===== config.mk =====
export PLATFORM = sky130hd
export DESIGN_NAME = fifo_with_max_and_drain_to_zero_top
export DESIGN_NICKNAME = d
export VERILOG_FILES = /design/src/design/fwmd_pkg.sv /design/src/design/fwmd_ram.sv /design/src/design/fwmd_ctrl.sv /design/src/design/fwmd_dp.sv /design/src/design/fifo_with_max_and_drain_to_zero_top.sv
export SDC_FILE = /design/constraint.sdc
export NUM_CORES = 1
export LEC_CHECK = 0
export BUFFER_PORTS_ARGS = -buffer_cell sky130_fd_sc_hd__buf_2
export CAP_MARGIN = 20
export CORE_MARGIN = 5
export CORE_UTILIZATION = 39
export CTS_CLUSTER_SIZE = 10
export DETAILED_ROUTE_END_ITERATION = 10
export PLACE_DENSITY = 0.59
export REMOVE_ABC_BUFFERS = 1
export SKIP_CTS_REPAIR_TIMING = 1
export SYNTH_ARGS = -nofsm -noshare
export SYNTH_HDL_FRONTEND = slang
export SYNTH_HIERARCHICAL = 1
export SYNTH_SLANG_ARGS = --single-unit
export TNS_END_PERCENT = 20

===== constraint.sdc =====
create_clock -name clk -period 7.6 [get_ports clk]
set_input_delay 0.76 -clock clk [delete_from_list [all_inputs] [get_ports clk]]
set_output_delay 0.76 -clock clk [all_outputs]
set_load 0.1 [all_outputs]

===== src/design/fwmd_pkg.sv =====
`default_nettype none

package fwmd_pkg;

  // Queue geometry.
  localparam int DEPTH  = 16;
  localparam int IDX_W  = (DEPTH > 1) ? $clog2(DEPTH) : 1;
  localparam int CNT_W  = $clog2(DEPTH + 1);

  // Field widths of the stream channels.
  localparam int DATA_W = 32;
  localparam int LEN_W  = 5;
  localparam int FUNC_W = 2;
  localparam int ST_W   = 2;

  // Result tdata layout, lowest bit first: data, length, maximum, removed.
  localparam int OUT_DATA_LSB = 0;
  localparam int OUT_LEN_LSB  = OUT_DATA_LSB + DATA_W;
  localparam int OUT_MAX_LSB  = OUT_LEN_LSB + LEN_W;
  localparam int OUT_REM_LSB  = OUT_MAX_LSB + DATA_W;
  localparam int OUT_USED_W   = OUT_REM_LSB + LEN_W;
  localparam int OUT_TDATA_W  = ((OUT_USED_W + 7) / 8) * 8;
  localparam int OUT_PAD_W    = OUT_TDATA_W - OUT_USED_W;

  // Operation codes carried on in_tuser.
  typedef enum logic [FUNC_W-1:0] {
    FN_PUSH  = 2'd0,
    FN_POP   = 2'd1,
    FN_DRAIN = 2'd2,
    FN_QUERY = 2'd3
  } fwmd_func_t;

  // Status codes carried on out_tuser.
  typedef enum logic [ST_W-1:0] {
    ST_OK     = 2'd0,
    ST_EMPTY  = 2'd1,
    ST_FULL   = 2'd2,
    ST_NOZERO = 2'd3
  } fwmd_status_t;

  // Commands from the controller to the datapath.
  typedef struct packed {
    logic capture;   // latch the accepted request and arm the scan
    logic single;    // load the one-result answer into the output register
    logic rd_head;   // read the store at the head
    logic scan;      // walk the held entries
    logic take;      // emit the head element and remove it
  } fwmd_cmd_t;

  // Status from the datapath to the controller.
  typedef struct packed {
    fwmd_func_t func;
    logic       empty;
    logic       out_free;
    logic       scan_done;
    logic       found;
    logic       take_last;
  } fwmd_sts_t;

  // Ring position after p.
  function automatic logic [IDX_W-1:0] next_idx(input logic [IDX_W-1:0] p);
    logic [IDX_W-1:0] r;
    if (p == IDX_W'(DEPTH - 1)) begin
      r = '0;
    end else begin
      r = p + 1'b1;
    end
    return r;
  endfunction

endpackage

`default_nettype wire


===== src/design/fwmd_ram.sv =====
`default_nettype none

module fwmd_ram #(
  parameter int WIDTH = 32,
  parameter int DEPTH = 16
) (
  input  wire logic                             clk,
  input  wire logic                             wr_en,
  input  wire logic [$clog2(DEPTH > 1 ? DEPTH : 2)-1:0] wr_addr,
  input  wire logic [WIDTH-1:0]                 wr_data,
  input  wire logic                             rd_en,
  input  wire logic [$clog2(DEPTH > 1 ? DEPTH : 2)-1:0] rd_addr,
  output logic      [WIDTH-1:0]                 rd_data
);

  logic [WIDTH-1:0] mem [DEPTH];

  // One write port and one registered read port.
  always_ff @(posedge clk) begin
    if (wr_en) begin
      mem[wr_addr] <= wr_data;
    end
    if (rd_en) begin
      rd_data <= mem[rd_addr];
    end
  end

endmodule

`default_nettype wire


===== src/design/fwmd_ctrl.sv =====
`default_nettype none

module fwmd_ctrl
  import fwmd_pkg::*;
(
  input  wire logic      clk,
  input  wire logic      rst_n,
  input  wire logic      in_tvalid,
  output logic           in_tready,
  input  wire fwmd_sts_t sts,
  output fwmd_cmd_t      cmd
);

  typedef enum logic [2:0] {
    S_IDLE,
    S_EXEC,
    S_SCAN,
    S_FIN,
    S_EM_RD,
    S_EM_WAIT
  } state_t;

  state_t state_r, state_nxt;

  // Next state and commands for the current state.
  always_comb begin
    state_nxt = state_r;
    cmd       = '0;
    in_tready = 1'b0;
    unique case (state_r)
      S_IDLE: begin
        in_tready   = 1'b1;
        cmd.capture = in_tvalid;
        if (in_tvalid) begin
          state_nxt = S_EXEC;
        end
      end
      S_EXEC: begin
        if (sts.func == FN_PUSH || sts.empty) begin
          if (sts.out_free) begin
            cmd.single = 1'b1;
            state_nxt  = S_IDLE;
          end
        end else if (sts.func == FN_POP) begin
          cmd.rd_head = 1'b1;
          state_nxt   = S_EM_WAIT;
        end else begin
          state_nxt = S_SCAN;
        end
      end
      S_SCAN: begin
        cmd.scan = 1'b1;
        if (sts.scan_done) begin
          if (sts.func == FN_DRAIN && sts.found) begin
            state_nxt = S_EM_RD;
          end else begin
            state_nxt = S_FIN;
          end
        end
      end
      S_FIN: begin
        if (sts.out_free) begin
          cmd.single = 1'b1;
          state_nxt  = S_IDLE;
        end
      end
      S_EM_RD: begin
        cmd.rd_head = 1'b1;
        state_nxt   = S_EM_WAIT;
      end
      S_EM_WAIT: begin
        if (sts.out_free) begin
          cmd.take  = 1'b1;
          state_nxt = sts.take_last ? S_IDLE : S_EM_RD;
        end
      end
      default: begin
        state_nxt = S_IDLE;
      end
    endcase
  end

  always_ff @(posedge clk) begin
    if (!rst_n) begin
      state_r <= S_IDLE;
    end else begin
      state_r <= state_nxt;
    end
  end

endmodule

`default_nettype wire


===== src/design/fwmd_dp.sv =====
`default_nettype none

module fwmd_dp
  import fwmd_pkg::*;
(
  input  wire logic                   clk,
  input  wire logic                   rst_n,
  input  wire logic [DATA_W-1:0]      in_tdata,
  input  wire logic [FUNC_W-1:0]      in_tuser,
  input  wire fwmd_cmd_t              cmd,
  output fwmd_sts_t                   sts,
  output logic                        out_tvalid,
  input  wire logic                   out_tready,
  output logic [OUT_TDATA_W-1:0]      out_tdata,
  output logic [ST_W-1:0]             out_tuser,
  output logic                        out_tlast
);

  // Queue pointers and fill count.
  logic [IDX_W-1:0] head_r, head_nxt;
  logic [IDX_W-1:0] tail_r, tail_nxt;
  logic [CNT_W-1:0] cnt_r, cnt_nxt;

  // Current request.
  fwmd_func_t        func_r, func_nxt;
  logic [DATA_W-1:0] value_r, value_nxt;

  // Scan state.
  logic [IDX_W-1:0]         ptr_r, ptr_nxt;
  logic [CNT_W-1:0]         iss_r, iss_nxt;
  logic [CNT_W-1:0]         chk_r, chk_nxt;
  logic                     rd_pend_r, rd_pend_nxt;
  logic                     found_r, found_nxt;
  logic [CNT_W-1:0]         upto_r, upto_nxt;
  logic [CNT_W-1:0]         removed_r, removed_nxt;
  logic signed [DATA_W-1:0] max_r, max_nxt;

  // Output register.
  logic                     ov_r, ov_nxt;
  fwmd_status_t             ost_r, ost_nxt;
  logic [DATA_W-1:0]        odata_r, odata_nxt;
  logic [LEN_W-1:0]         olen_r, olen_nxt;
  logic [DATA_W-1:0]        omax_r, omax_nxt;
  logic [LEN_W-1:0]         orem_r, orem_nxt;
  logic                     olast_r, olast_nxt;

  // Store ports.
  logic                     wr_en;
  logic                     rd_en;
  logic [IDX_W-1:0]         rd_addr;
  logic [DATA_W-1:0]        rd_data;

  logic                     full;
  logic                     empty;
  logic                     out_free;
  logic                     scan_issue;
  logic                     scan_proc;
  logic                     take_last;
  logic [CNT_W-1:0]         removed_inc;

  assign full        = (cnt_r == CNT_W'(DEPTH));
  assign empty       = (cnt_r == '0);
  assign out_free    = !ov_r || out_tready;
  assign scan_issue  = cmd.scan && (iss_r < cnt_r) && !found_r;
  assign scan_proc   = cmd.scan && rd_pend_r && !found_r;
  assign removed_inc = removed_r + 1'b1;
  assign take_last   = (removed_inc == upto_r);

  assign wr_en   = cmd.single && (func_r == FN_PUSH) && !full;
  assign rd_en   = cmd.rd_head || scan_issue;
  assign rd_addr = cmd.rd_head ? head_r : ptr_r;

  fwmd_ram #(
    .WIDTH (DATA_W),
    .DEPTH (DEPTH)
  ) u_ram (
    .clk     (clk),
    .wr_en   (wr_en),
    .wr_addr (tail_r),
    .wr_data (value_r),
    .rd_en   (rd_en),
    .rd_addr (rd_addr),
    .rd_data (rd_data)
  );

  // Next-state logic of the datapath.
  always_comb begin
    head_nxt    = head_r;
    tail_nxt    = tail_r;
    cnt_nxt     = cnt_r;
    func_nxt    = func_r;
    value_nxt   = value_r;
    ptr_nxt     = ptr_r;
    iss_nxt     = iss_r;
    chk_nxt     = chk_r;
    rd_pend_nxt = scan_issue;
    found_nxt   = found_r;
    upto_nxt    = upto_r;
    removed_nxt = removed_r;
    max_nxt     = max_r;
    ov_nxt      = ov_r;
    ost_nxt     = ost_r;
    odata_nxt   = odata_r;
    olen_nxt    = olen_r;
    omax_nxt    = omax_r;
    orem_nxt    = orem_r;
    olast_nxt   = olast_r;

    // The result is taken downstream.
    if (ov_r && out_tready) begin
      ov_nxt = 1'b0;
    end

    // Latch the request and arm the scan at the head.
    if (cmd.capture) begin
      func_nxt    = fwmd_func_t'(in_tuser);
      value_nxt   = in_tdata;
      ptr_nxt     = head_r;
      iss_nxt     = '0;
      chk_nxt     = '0;
      rd_pend_nxt = 1'b0;
      found_nxt   = 1'b0;
      upto_nxt    = CNT_W'(1);
      removed_nxt = '0;
    end

    // Issue the next scan read.
    if (scan_issue) begin
      ptr_nxt = next_idx(ptr_r);
      iss_nxt = iss_r + 1'b1;
    end

    // Check the entry read in the previous cycle.
    if (scan_proc) begin
      chk_nxt = chk_r + 1'b1;
      if (chk_r == '0 || $signed(rd_data) > max_r) begin
        max_nxt = $signed(rd_data);
      end
      if (func_r == FN_DRAIN && rd_data == '0) begin
        found_nxt = 1'b1;
        upto_nxt  = chk_r + 1'b1;
      end
    end

    // Answer that needs a single result.
    if (cmd.single) begin
      ov_nxt    = 1'b1;
      odata_nxt = '0;
      omax_nxt  = '0;
      orem_nxt  = '0;
      olast_nxt = 1'b1;
      if (func_r == FN_PUSH) begin
        if (full) begin
          ost_nxt  = ST_FULL;
          olen_nxt = LEN_W'(cnt_r);
        end else begin
          ost_nxt  = ST_OK;
          olen_nxt = LEN_W'(cnt_r + 1'b1);
          cnt_nxt  = cnt_r + 1'b1;
          tail_nxt = next_idx(tail_r);
        end
      end else if (empty) begin
        ost_nxt  = ST_EMPTY;
        olen_nxt = '0;
      end else if (func_r == FN_QUERY) begin
        ost_nxt  = ST_OK;
        olen_nxt = LEN_W'(cnt_r);
        omax_nxt = max_r;
      end else begin
        ost_nxt  = ST_NOZERO;
        olen_nxt = LEN_W'(cnt_r);
      end
    end

    // Emit the head element and remove it.
    if (cmd.take) begin
      ov_nxt      = 1'b1;
      ost_nxt     = ST_OK;
      odata_nxt   = rd_data;
      olen_nxt    = LEN_W'(cnt_r - 1'b1);
      omax_nxt    = '0;
      orem_nxt    = (func_r == FN_DRAIN) ? LEN_W'(removed_inc) : '0;
      olast_nxt   = take_last;
      head_nxt    = next_idx(head_r);
      cnt_nxt     = cnt_r - 1'b1;
      removed_nxt = removed_inc;
    end
  end

  // Control registers.
  always_ff @(posedge clk) begin
    if (!rst_n) begin
      head_r <= '0;
      tail_r <= '0;
      cnt_r  <= '0;
      ov_r   <= 1'b0;
    end else begin
      head_r <= head_nxt;
      tail_r <= tail_nxt;
      cnt_r  <= cnt_nxt;
      ov_r   <= ov_nxt;
    end
  end

  // Payload and scan registers.
  always_ff @(posedge clk) begin
    func_r    <= func_nxt;
    value_r   <= value_nxt;
    ptr_r     <= ptr_nxt;
    iss_r     <= iss_nxt;
    chk_r     <= chk_nxt;
    rd_pend_r <= rd_pend_nxt;
    found_r   <= found_nxt;
    upto_r    <= upto_nxt;
    removed_r <= removed_nxt;
    max_r     <= max_nxt;
    ost_r     <= ost_nxt;
    odata_r   <= odata_nxt;
    olen_r    <= olen_nxt;
    omax_r    <= omax_nxt;
    orem_r    <= orem_nxt;
    olast_r   <= olast_nxt;
  end

  // Status toward the controller.
  always_comb begin
    sts.func      = func_r;
    sts.empty     = empty;
    sts.out_free  = out_free;
    sts.scan_done = found_r || (chk_r == cnt_r);
    sts.found     = found_r;
    sts.take_last = take_last;
  end

  assign out_tvalid = ov_r;
  assign out_tuser  = ost_r;
  assign out_tlast  = olast_r;
  assign out_tdata  = {{OUT_PAD_W{1'b0}}, orem_r, omax_r, olen_r, odata_r};

endmodule

`default_nettype wire


===== src/design/fifo_with_max_and_drain_to_zero_top.sv =====
`default_nettype none

// Bounded FIFO of signed 32-bit words with pop, drain-through-first-zero and
// max query. One request is handled at a time; a new request is accepted
// while the last result still waits in the output register. Query and drain
// use the single read port of the ring store to scan the held entries, and
// a drain that finds a zero then reads and removes each element up to it,
// one after another. Results stall without loss while out_tready is low.
module fifo_with_max_and_drain_to_zero_top
  import fwmd_pkg::*;
(
  input  wire logic                   clk,
  input  wire logic                   rst_n,
  input  wire logic                   in_tvalid,
  output logic                        in_tready,
  input  wire logic [DATA_W-1:0]      in_tdata,   // value[31:0]
  input  wire logic [FUNC_W-1:0]      in_tuser,   // func[1:0]
  output logic                        out_tvalid,
  input  wire logic                   out_tready,
  output logic [OUT_TDATA_W-1:0]      out_tdata,  // data, length, maximum, removed, zero pad
  output logic [ST_W-1:0]             out_tuser,  // status[1:0]
  output logic                        out_tlast
);

  fwmd_cmd_t cmd;
  fwmd_sts_t sts;

  fwmd_ctrl u_ctrl (
    .clk       (clk),
    .rst_n     (rst_n),
    .in_tvalid (in_tvalid),
    .in_tready (in_tready),
    .sts       (sts),
    .cmd       (cmd)
  );

  fwmd_dp u_dp (
    .clk        (clk),
    .rst_n      (rst_n),
    .in_tdata   (in_tdata),
    .in_tuser   (in_tuser),
    .cmd        (cmd),
    .sts        (sts),
    .out_tvalid (out_tvalid),
    .out_tready (out_tready),
    .out_tdata  (out_tdata),
    .out_tuser  (out_tuser),
    .out_tlast  (out_tlast)
  );

  // A full report always carries a full length.
  a_full_len: assert property (@(posedge clk) disable iff (!rst_n)
    out_tvalid && out_tuser == ST_FULL |->
      out_tdata[OUT_LEN_LSB +: LEN_W] == LEN_W'(DEPTH))
    else $error("full status with length below depth");

  // An empty report always carries length zero.
  a_empty_len: assert property (@(posedge clk) disable iff (!rst_n)
    out_tvalid && out_tuser == ST_EMPTY |-> out_tdata[OUT_LEN_LSB +: LEN_W] == '0)
    else $error("empty status with nonzero length");

  // Elements are never removed from an empty queue.
  a_take_nonempty: assert property (@(posedge clk) disable iff (!rst_n)
    cmd.take || cmd.rd_head |-> !sts.empty)
    else $error("head access on an empty queue");

  // A new result is loaded only when the output register can take it.
  a_no_overwrite: assert property (@(posedge clk) disable iff (!rst_n)
    (cmd.take || cmd.single) |-> sts.out_free)
    else $error("result loaded over a pending result");

endmodule

`default_nettype wire


==> results of run 1 <==
==> cells in the mapped netlist, types with 2 or more instances <==
library cell,count,share of area [%]
a2111oi_0,3,0.092
a21boi_0,2,0.053
a21o_1,6,0.16
a21oi_1,26,0.46
a21oi_2,2,0.062
a221o_1,3,0.11
a22o_1,34,1.0
a22oi_1,66,1.7
a31oi_1,4,0.088
and2_1,41,0.90
and2_2,2,0.053
and3_1,5,0.11
buf_1,9,0.12
buf_2,8,0.14
buf_4,23,0.61
buf_6,8,0.32
clkbuf_1,27,0.36
dfxtp_1,58,4.1
edfxtp_1,672,71
ha_1,45,2.0
inv_1,48,0.63
mux2_2,5,0.20
mux2_4,2,0.11
mux2i_1,7,0.25
mux4_2,128,10
nand2_1,63,0.83
nand2b_1,14,0.31
nand3_1,16,0.28
nand3b_1,4,0.11
nand4_1,9,0.20
nor2_1,41,0.54
nor2_2,2,0.044
nor2_4,2,0.079
nor2b_1,13,0.29
nor3_1,15,0.26
nor3b_1,3,0.079
nor4_1,10,0.22
nor4_2,2,0.088
nor4_4,2,0.15
o21a_1,2,0.053
o21ai_0,13,0.23
o21ai_1,3,0.053
or3_1,2,0.044
xnor2_1,14,0.43
xor2_1,13,0.40
==> worst max path at each step <==
stage	slack, ns	endpoint
floorplan	0.85	u_dp/odata_r[0]$_SDFFCE_PN0P_
global route	2.15	u_dp/u_ram/mem[8][28]$_DFFE_PP_
finish	2.44	u_dp/u_ram/mem[8][8]$_DFFE_PP_
detailed placement	2.53	u_dp/u_ram/rd_data[21]$_DFFE_PP_
global placement	2.61	u_dp/u_ram/rd_data[21]$_DFFE_PP_
CTS	2.51	u_dp/u_ram/mem[8][29]$_DFFE_PP_
==> registers in the layout, indices dropped and copies added, names as in the netlist, 32 cells and up <==
name	flops
u_dp/max_r	32
u_dp/odata_r	32
u_dp/omax_r	32
u_dp/u_ram/mem	512
u_dp/u_ram/rd_data	32
u_dp/value_r	32
==> cells by family (layout without fill, tap and decap cells) <==
group / Yosys count / count (layout) / share of synthesized area [%]
flip-flops: 730 / 730 / 74.96
AND/OR/NAND/NOR: 255 / 255 / 4.883
AO/OA/AOI/OAI: 175 / 175 / 4.474
multiplexers: 142 / 142 / 10.68
buffers and inverters: 124 / 337 / 2.184
adder cells (fa/ha/maj): 45 / 45 / 1.978
XOR/XNOR: 27 / 27 / 0.8307
other: 1 / 7 / 0.01317
==> layer usage <==
metal  vias up  GRT usage, %  part of all wire, %
li1       6335             -                    -
met1      7525         24.64                   44
met2       483         27.02                   47
met3        98         3.337                  6.7
met4         2         3.747                  1.8
met5         -             0                0.030
==> area by class of cell <==
| cell class | count | area, sq um | area share (%) |
|---|---|---|---|
| Sequential cell | 730 | 21340 | 65.19 |
| Multi-Input combinational cell | 650 | 6695 | 20.45 |
| Clock buffer | 133 | 2317 | 7.079 |
| Tap cell | 959 | 1200 | 3.665 |
| Timing Repair Buffer | 147 | 845.8 | 2.584 |
| Inverter | 49 | 183.9 | 0.5619 |
| Clock inverter | 8 | 150.1 | 0.4587 |
| Antenna cell | 1 | 2.502 | 0.007644 |
==> stage by stage <==
stage                     std cells  power, W  setup slack, ns  cell area (sq um)
after CTS                      2676  0.008866            2.512              32730
after global placement         2534  0.005191            2.608              30240
after global routing           2676  0.009067            2.155              32730
after detailed placement       2535  0.005201            2.535              30270
after floorplan                1429  0.005037           0.8479              28050
final                          2677  0.008763            2.440              32740
==> power groups by stage <==
stage                     clock network, W  logic, W  registers [W]
after floorplan                          0  0.000265        0.00477
after global placement                   0  0.000563        0.00463
after detailed placement                 0  0.000567        0.00463
after CTS                          0.00375  0.000568        0.00455
after global routing               0.00391  0.000594        0.00456
final                              0.00365  0.000561        0.00455
==> impl_results.html, run 1 <==
<table>
<tr><th>Metric</th><th>Value</th></tr>
<tr><th colspan="2">STA</th></tr>
<tr><td>Final setup TNS</td><td>0 ns</td></tr>
<tr><td>Clock period minus worst slack</td><td>5.160 ns</td></tr>
<tr><td>Max-Slew Margin vs Limit</td><td>33.15%</td></tr>
<tr><td>Unrepaired setup endpoints after global routing</td><td>false</td></tr>
<tr><td>Timing-limited maximum frequency</td><td>193.8 MHz</td></tr>
<tr><td>Hold slack final</td><td>0.2953 ns</td></tr>
<tr><td>Final-report setup violation count</td><td>0</td></tr>
<tr><td>Max-slew violation count</td><td>0</td></tr>
<tr><td>Share of the clock period used by the worst path</td><td>67.90%</td></tr>
<tr><td>Layout Skew</td><td>0.02948 ns</td></tr>
<tr><td>Worst slew pin tran</td><td>1.000 ns</td></tr>
<tr><td>Number of hold violations in the final report</td><td>0</td></tr>
<tr><th colspan="2">Layout</th></tr>
<tr><td>Layout Nets</td><td>1,745</td></tr>
<tr><td>Most frequent cells in the layout</td><td>edfxtp_1, mux4_2, buf_2, clkbuf_16, a22oi_1</td></tr>
<tr><td>Area delta synth-&gt;final</td><td>14.99%</td></tr>
<tr><td>Final core area utilization</td><td>45.02%</td></tr>
<tr><td>Fill cell instance count of the final layout</td><td>6,143</td></tr>
<tr><td>Share of cells above drive strength 1</td><td>24.40%</td></tr>
<tr><td>Commonest non-fill, non-tap cell in the layout</td><td>edfxtp_1</td></tr>
<tr><th colspan="2">Synth</th></tr>
<tr><td>Sequential area share after synthesis</td><td>74.96%</td></tr>
<tr><td>Number of distinct standard cells referenced by the synthesized netlist</td><td>67</td></tr>
<tr><td>Total of flip-flops plus latches after synthesis</td><td>730</td></tr>
<tr><td>Yosys warns</td><td>6</td></tr>
<tr><td>Asr flop ratio synth</td><td>0%</td></tr>
<tr><td>Post-Syn Instances</td><td>1,499</td></tr>
<tr><td>Cell area after synthesis</td><td>28,470 sq um</td></tr>
<tr><td>Number of enable flip-flop cells after synthesis</td><td>672</td></tr>
<tr><td>Most common flop cell mapped by yosys</td><td>edfxtp_1</td></tr>
<tr><td>Mean area per synthesized cell</td><td>18.99 sq um</td></tr>
<tr><th colspan="2">Floorplan</th></tr>
<tr><td>Width of the die</td><td>280.2 microns</td></tr>
<tr><td>Count of pins on the block boundary</td><td>123</td></tr>
<tr><td>Height of the die</td><td>280.2 microns</td></tr>
<tr><td>Standard cell core area</td><td>72,710 sq um</td></tr>
<tr><td>Std-Cell Rows</td><td>99</td></tr>
<tr><td>Total Die Area</td><td>78,500 sq um</td></tr>
<tr><td>Starting density of the core</td><td>39.15%</td></tr>
<tr><th colspan="2">Min path</th></tr>
<tr><td>Hold Path Cell Cnt</td><td>1</td></tr>
<tr><td>Class of the worst hold path</td><td>in2reg</td></tr>
<tr><td>Hold path endpoint</td><td>u_dp/value_r[5]$_DFFE_PP_</td></tr>
<tr><td>Startpoint of the worst hold path</td><td>in_tdata[5]</td></tr>
<tr><th colspan="2">Power</th></tr>
<tr><td>Clock Power Share</td><td>41.7%</td></tr>
<tr><td>Logic gate share of total power</td><td>6.4%</td></tr>
<tr><td>Cell area power density</td><td>267.7 nW/um^2</td></tr>
<tr><td>Leak pwr</td><td>10.96 nW</td></tr>
<tr><td>Design internal power</td><td>0.006753 W</td></tr>
<tr><td>Share of total power consumed by net switching</td><td>22.94%</td></tr>
<tr><td>Portion of total power attributed to sequential cells</td><td>51.9%</td></tr>
<tr><td>Switching Power</td><td>0.002010 W</td></tr>
<tr><td>Worst VDD drop</td><td>0.0001915 V</td></tr>
<tr><th colspan="2">Critical path</th></tr>
<tr><td>Buffers &amp; Inverters on Critical Path</td><td>2</td></tr>
<tr><td>R2R Setup Slk</td><td>2.44 ns</td></tr>
<tr><td>CP Depth</td><td>12</td></tr>
<tr><td>Destination of the worst register-to-register timing path</td><td>u_dp/u_ram/mem[8][8]$_DFFE_PP_</td></tr>
<tr><td>Critical Setup Path Class</td><td>reg2reg</td></tr>
<tr><td>Cell with the biggest individual delay on the critical path</td><td>nor3_2</td></tr>
<tr><td>R2R depth</td><td>12</td></tr>
<tr><td>Kind of start point of the critical path</td><td>register</td></tr>
<tr><td>Req. time, crit path</td><td>7.85 ns</td></tr>
<tr><td>Crit path from</td><td>u_dp/cnt_r[0]$_SDFFE_PN0P_</td></tr>
<tr><td>Critical Path End Type</td><td>register</td></tr>
<tr><td>Data arrival time of the critical path</td><td>5.41 ns</td></tr>
<tr><td>CP delay by family, top</td><td>simple AND/OR/NAND/NOR gates</td></tr>
<tr><td>Maximum fanout encountered on the critical timing path</td><td>25</td></tr>
<tr><td>Crit path cell chain</td><td>inv_1 &gt; ha_1 &gt; nor3b_4 &gt; and2_2 &gt; nor2_1 &gt; o21a_1 &gt; nor3_1 &gt; nand2_1 &gt; a21oi_2 &gt; nand3b_1 &gt; nor3_2 &gt; buf_4</td></tr>
<tr><td>Launch point of the worst reg-to-reg path</td><td>u_dp/cnt_r[0]$_SDFFE_PN0P_</td></tr>
<tr><td>CP peak stage delay</td><td>0.77 ns</td></tr>
<tr><th colspan="2">Detailed routing</th></tr>
<tr><td>Per-cell routed wire length</td><td>25.24 microns</td></tr>
<tr><td>Number of detailed-route iterations in the first pass</td><td>5</td></tr>
<tr><td>Number of routed nets with antenna violations</td><td>0</td></tr>
<tr><td>Ratio of routed vias to standard cells</td><td>5.395</td></tr>
<tr><td>Detailed Route Iter0 Violations</td><td>1,492</td></tr>
<tr><td>Count of unresolved DRC violations after routing</td><td>0</td></tr>
<tr><td>Vias</td><td>14,440</td></tr>
<tr><td>Total wirelength of the detailed-routed design</td><td>67,560 microns</td></tr>
<tr><th colspan="2">Clocking</th></tr>
<tr><td>CTS tree</td><td>done</td></tr>
<tr><td>Clock Root Buffer</td><td>clkbuf_16</td></tr>
<tr><td>Total CTS buffers</td><td>84</td></tr>
<tr><td>Clock buffer depth</td><td>3</td></tr>
<tr><td>Worst-skew pair later-pin latency</td><td>0.64 ns</td></tr>
<tr><td>Clock transition time at the flip-flop clock pins of the worst setup and hold paths</td><td>0.06 ns</td></tr>
<tr><td>Clock Sink Count</td><td>730</td></tr>
<tr><td>H-tree levels</td><td>3</td></tr>
<tr><th colspan="2">Global routing</th></tr>
<tr><td>Via count of the first global-routing pass</td><td>14,730</td></tr>
<tr><td>Total Routing Usage GR</td><td>16.99%</td></tr>
<tr><td>Overflow after GRT</td><td>0</td></tr>
<tr><td>Number of antenna violations at the first check in global routing</td><td>4</td></tr>
<tr><td>Maximum number of pins on one net before global-route repair</td><td>73</td></tr>
<tr><td>Wire length of the first global-routing pass</td><td>98,850 microns</td></tr>
<tr><th colspan="2">Placed design</th></tr>
<tr><td>HPWL Detailed</td><td>38,930 microns</td></tr>
<tr><td>Routability cong.</td><td>0.7825</td></tr>
<tr><td>Number of port buffers</td><td>116</td></tr>
<tr><th colspan="2">Job</th></tr>
<tr><td>Max_cap viols</td><td>0</td></tr>
<tr><th colspan="2">Status</th></tr>
<tr><td>Result of the run</td><td>complete, no violations</td></tr>
</table>
(Power assumes the default switching activity.)
==> inputs of run 2 (changes only) <==
==> constraint.sdc (replaced) <==
create_clock -name clk -period 5.2 [get_ports clk]
set_input_delay 0.52 -clock clk [delete_from_list [all_inputs] [get_ports clk]]
set_output_delay 0.52 -clock clk [all_outputs]
set_load 0.1 [all_outputs]
==> impl_results.html, run 2 (synthesis gave the netlist of run 1 again) <==
<table>
<tr><th>Metric</th><th>Value</th></tr>
<tr><th colspan="2">Status</th></tr>
<tr><td>Result of the run</td><td>complete, no violations</td></tr>
<tr><th colspan="2">Placed design</th></tr>
<tr><td>Number of port buffers</td><td>116 (unchanged)</td></tr>
<tr><td>Cell Area, Placed</td><td>30,360 sq um (+0.31%)</td></tr>
<tr><td>Routability cong.</td><td>0.7941 (+1.5%)</td></tr>
<tr><td>HPWL Detailed</td><td>39,380 microns (+1.2%)</td></tr>
<tr><td>Total instance count after detailed placement</td><td>2,542 (+0.28%)</td></tr>
<tr><th colspan="2">Clocking</th></tr>
<tr><td>Clock transition time at the flip-flop clock pins of the worst setup and hold paths</td><td>0.05 ns (about the same)</td></tr>
<tr><td>Clock Root Buffer</td><td>clkbuf_16</td></tr>
<tr><td>Clock Sink Count</td><td>730 (unchanged)</td></tr>
<tr><td>Clock buffer depth</td><td>3 (unchanged)</td></tr>
<tr><td>Total CTS buffers</td><td>84 (unchanged)</td></tr>
<tr><td>H-tree levels</td><td>3 (unchanged)</td></tr>
<tr><td>Worst-skew pair later-pin latency</td><td>0.63 ns (about the same)</td></tr>
<tr><td>CTS tree</td><td>done</td></tr>
<tr><th colspan="2">STA</th></tr>
<tr><td>Number of hold violations in the final report</td><td>0 (unchanged)</td></tr>
<tr><td>Share of the clock period used by the worst path</td><td>82.53% (+15 points)</td></tr>
<tr><td>Clock period minus worst slack</td><td>4.292 ns (-0.8686 ns)</td></tr>
<tr><td>Hold slack final</td><td>0.06665 ns (-0.2287 ns)</td></tr>
<tr><td>Unrepaired setup endpoints after global routing</td><td>false</td></tr>
<tr><td>Layout Skew</td><td>0.02561 ns (-0.003876 ns)</td></tr>
<tr><td>Worst slew pin tran</td><td>0.9494 ns (-0.05102 ns)</td></tr>
<tr><td>Timing-limited maximum frequency</td><td>233.0 MHz (+20%)</td></tr>
<tr><td>Max-Slew Margin vs Limit</td><td>36.56% (+3.4 points)</td></tr>
<tr><td>Final-report setup violation count</td><td>0 (unchanged)</td></tr>
<tr><td>Max-slew violation count</td><td>0 (unchanged)</td></tr>
<tr><th colspan="2">Layout</th></tr>
<tr><td>Multi-input gate area</td><td>6695 sq um (unchanged)</td></tr>
<tr><td>Area delta synth-&gt;final</td><td>15.14%</td></tr>
<tr><td>Seq. cell area</td><td>21,340 sq um (unchanged)</td></tr>
<tr><td>Layout Nets</td><td>1,752 (+0.40%)</td></tr>
<tr><td>Most frequent cells in the layout</td><td>edfxtp_1, mux4_2, buf_2, clkbuf_16, a22oi_1</td></tr>
<tr><td>Most flop-heavy register</td><td>u_dp/u_ram/mem</td></tr>
<tr><td>Commonest non-fill, non-tap cell in the layout</td><td>edfxtp_1</td></tr>
<tr><td>Number of flip-flops in the largest register</td><td>512 (unchanged)</td></tr>
<tr><td>Share of cells above drive strength 1</td><td>24.90% (+0.50 points)</td></tr>
<tr><td>Fill cell instance count of the final layout</td><td>6,181 (+0.62%)</td></tr>
<tr><td>Area of all placed cells without fillers</td><td>32,780 sq um (+0.13%)</td></tr>
<tr><td>Post-route non-filler standard cell count</td><td>2,682 (+0.19%)</td></tr>
<tr><td>Antenna Cells</td><td>0 (-1)</td></tr>
<tr><th colspan="2">Critical path</th></tr>
<tr><td>Kind of start point of the critical path</td><td>register</td></tr>
<tr><td>R2R Setup Slk</td><td>0.91 ns (-1.53 ns)</td></tr>
<tr><td>CP delay by family, top</td><td>simple AND/OR/NAND/NOR gates</td></tr>
<tr><td>Data arrival time of the critical path</td><td>4.65 ns (-0.76 ns)</td></tr>
<tr><td>Critical Setup Path Class</td><td>reg2reg</td></tr>
<tr><td>Req. time, crit path</td><td>5.56 ns (-2.29 ns)</td></tr>
<tr><td>Maximum fanout encountered on the critical timing path</td><td>40 (+60%)</td></tr>
<tr><td>Buffers &amp; Inverters on Critical Path</td><td>2 (unchanged)</td></tr>
<tr><td>Launch point of the worst reg-to-reg path</td><td>u_dp/cnt_r[0]$_SDFFE_PN0P_</td></tr>
<tr><td>Destination of the worst register-to-register timing path</td><td>u_dp/u_ram/rd_data[11]$_DFFE_PP_</td></tr>
<tr><td>R2R depth</td><td>13 (+1)</td></tr>
<tr><td>Crit path cell chain</td><td>inv_1 &gt; ha_1 &gt; nor3b_4 &gt; and2_2 &gt; nand2b_1 &gt; nor3_1 &gt; mux2i_1 &gt; nor2_1 &gt; mux2_8 &gt; buf_12 &gt; mux4_2 &gt; a22oi_1 &gt; nand2_1</td></tr>
<tr><td>Critical Path End Type</td><td>register</td></tr>
<tr><td>CP peak stage delay</td><td>0.57 ns (-0.20 ns)</td></tr>
<tr><td>Cell with the biggest individual delay on the critical path</td><td>mux2_8</td></tr>
<tr><th colspan="2">Floorplan</th></tr>
<tr><td>Std-Cell Rows</td><td>99 (unchanged)</td></tr>
<tr><td>Starting density of the core</td><td>39.15% (unchanged)</td></tr>
<tr><td>Count of pins on the block boundary</td><td>123 (unchanged)</td></tr>
<tr><td>Width of the die</td><td>280.2 microns (unchanged)</td></tr>
<tr><td>Standard cell core area</td><td>72,710 sq um (unchanged)</td></tr>
<tr><td>Total Die Area</td><td>78,500 sq um (unchanged)</td></tr>
<tr><td>Height of the die</td><td>280.2 microns (unchanged)</td></tr>
<tr><th colspan="2">Global routing</th></tr>
<tr><td>Via count of the first global-routing pass</td><td>15,100 (+2.5%)</td></tr>
<tr><td>Number of antenna violations at the first check in global routing</td><td>3 (-1)</td></tr>
<tr><td>Total Routing Usage GR</td><td>17.56% (+0.56 points)</td></tr>
<tr><td>Wire length of the first global-routing pass</td><td>101,700 microns (+2.9%)</td></tr>
<tr><td>Overflow after GRT</td><td>0 (unchanged)</td></tr>
<tr><td>Maximum number of pins on one net before global-route repair</td><td>66 (-9.6%)</td></tr>
<tr><th colspan="2">Detailed routing</th></tr>
<tr><td>Detailed Route Iter0 Violations</td><td>1,565 (+4.9%)</td></tr>
<tr><td>Ratio of routed vias to standard cells</td><td>5.428 (+0.61%)</td></tr>
<tr><td>Total length of routed met3 wires</td><td>5265 microns (+16%)</td></tr>
<tr><td>Sum of met2 wire segment lengths after detailed routing</td><td>32,920 microns (+3.1%)</td></tr>
<tr><td>Topmost layer with routed signal wires</td><td>met5</td></tr>
<tr><td>Total wirelength of the detailed-routed design</td><td>69,530 microns (+2.9%)</td></tr>
<tr><td>Vias</td><td>14,560 (+0.80%)</td></tr>
<tr><td>Per-cell routed wire length</td><td>25.93 microns (+2.7%)</td></tr>
<tr><td>Number of detailed-route iterations in the first pass</td><td>6 (+1)</td></tr>
<tr><td>Count of unresolved DRC violations after routing</td><td>0 (unchanged)</td></tr>
<tr><td>Routed metal-1 wire length</td><td>29,870 microns (about the same)</td></tr>
<tr><td>Number of routed nets with antenna violations</td><td>0 (unchanged)</td></tr>
<tr><th colspan="2">Min path</th></tr>
<tr><td>Hold Path Cell Cnt</td><td>1 (unchanged)</td></tr>
<tr><td>Class of the worst hold path</td><td>in2reg</td></tr>
<tr><td>Hold path endpoint</td><td>u_dp/value_r[15]$_DFFE_PP_</td></tr>
<tr><td>Startpoint of the worst hold path</td><td>in_tdata[15]</td></tr>
<tr><th colspan="2">Power</th></tr>
<tr><td>Leak pwr</td><td>10.99 nW (+0.30%)</td></tr>
<tr><td>Cell area power density</td><td>388.9 nW/um^2 (+45%)</td></tr>
<tr><td>Total Power</td><td>0.01275 W (+45%)</td></tr>
<tr><td>Worst VDD drop</td><td>0.0002761 V (+44%)</td></tr>
<tr><th colspan="2">Job</th></tr>
<tr><td>Max_cap viols</td><td>0 (unchanged)</td></tr>
</table>
-- run 2: cell count changes in the layout (fill, tap and decap cells not counted), moves of 2 or more --
cell      before  now
clkbuf_1      47   45
buf_4         29   32
clkinv_1       2    0
inv_6          0    3
clkinv_2       0    2
buf_12         1    6
-- run 2: worst max path at each step --
stage                                             from                          endpoint  slack, ns  depth (start not counted)
after floorplan           u_dp/out_tvalid$_SDFFE_PN0P_     u_dp/odata_r[0]$_SDFFCE_PN0P_      -1.55                          5
after global placement      u_dp/cnt_r[0]$_SDFFE_PN0P_  u_dp/u_ram/rd_data[11]$_DFFE_PP_       1.01                         13
after detailed placement    u_dp/cnt_r[0]$_SDFFE_PN0P_  u_dp/u_ram/rd_data[11]$_DFFE_PP_       0.91                         13
after CTS                   u_dp/cnt_r[0]$_SDFFE_PN0P_  u_dp/u_ram/rd_data[11]$_DFFE_PP_       0.89                         13
after global routing        u_dp/cnt_r[0]$_SDFFE_PN0P_  u_dp/u_ram/rd_data[11]$_DFFE_PP_       0.53                         13
final                       u_dp/cnt_r[0]$_SDFFE_PN0P_  u_dp/u_ram/rd_data[11]$_DFFE_PP_       0.91                         13
-- run 2: metrics by stage --
step / TNS [ns] / utilization [%] / worst slack [ns]
6_report: 0 / 45.08 / 0.9083
5_1_grt: 0 / 45.08 / 0.5287
4_1_cts: 0 / 45.08 / 0.8921
3_5_place_dp: 0 / 41.75 / 0.9056
3_3_place_gp: 0 / 41.75 / 1.011
2_1_floorplan: -109.35 / - / -1.552
-- run 2: where the power goes --
part | leakage (nW) | total (W) | internal [W] | switching [W]
Combinational | 3.26 | 0.000836 | 0.000244 | 0.000592
Clock | 1.16 | 0.00526 | 0.00303 | 0.00223
Sequential | 6.58 | 0.00665 | 0.00653 | 0.000121
Total | 11.0 | 0.0127 | 0.00981 | 0.00294
-- run 2: per-layer routing --
metal,GRT usage (%),vias to the layer above
met2,28.22,566
met3,3.878,96
li1,-,6333
met1,24.78,7561
met5,0,-
met4,4.164,2
-- run 2: layout make-up --
cell class	count	area share (%)
sequential	730	65.11
clock buffer	131	7.012
multi-input combinational	650	20.43
inverter	49	0.5611
tap	959	3.661
clock inverter	9	0.3626
timing repair buffer	154	2.871
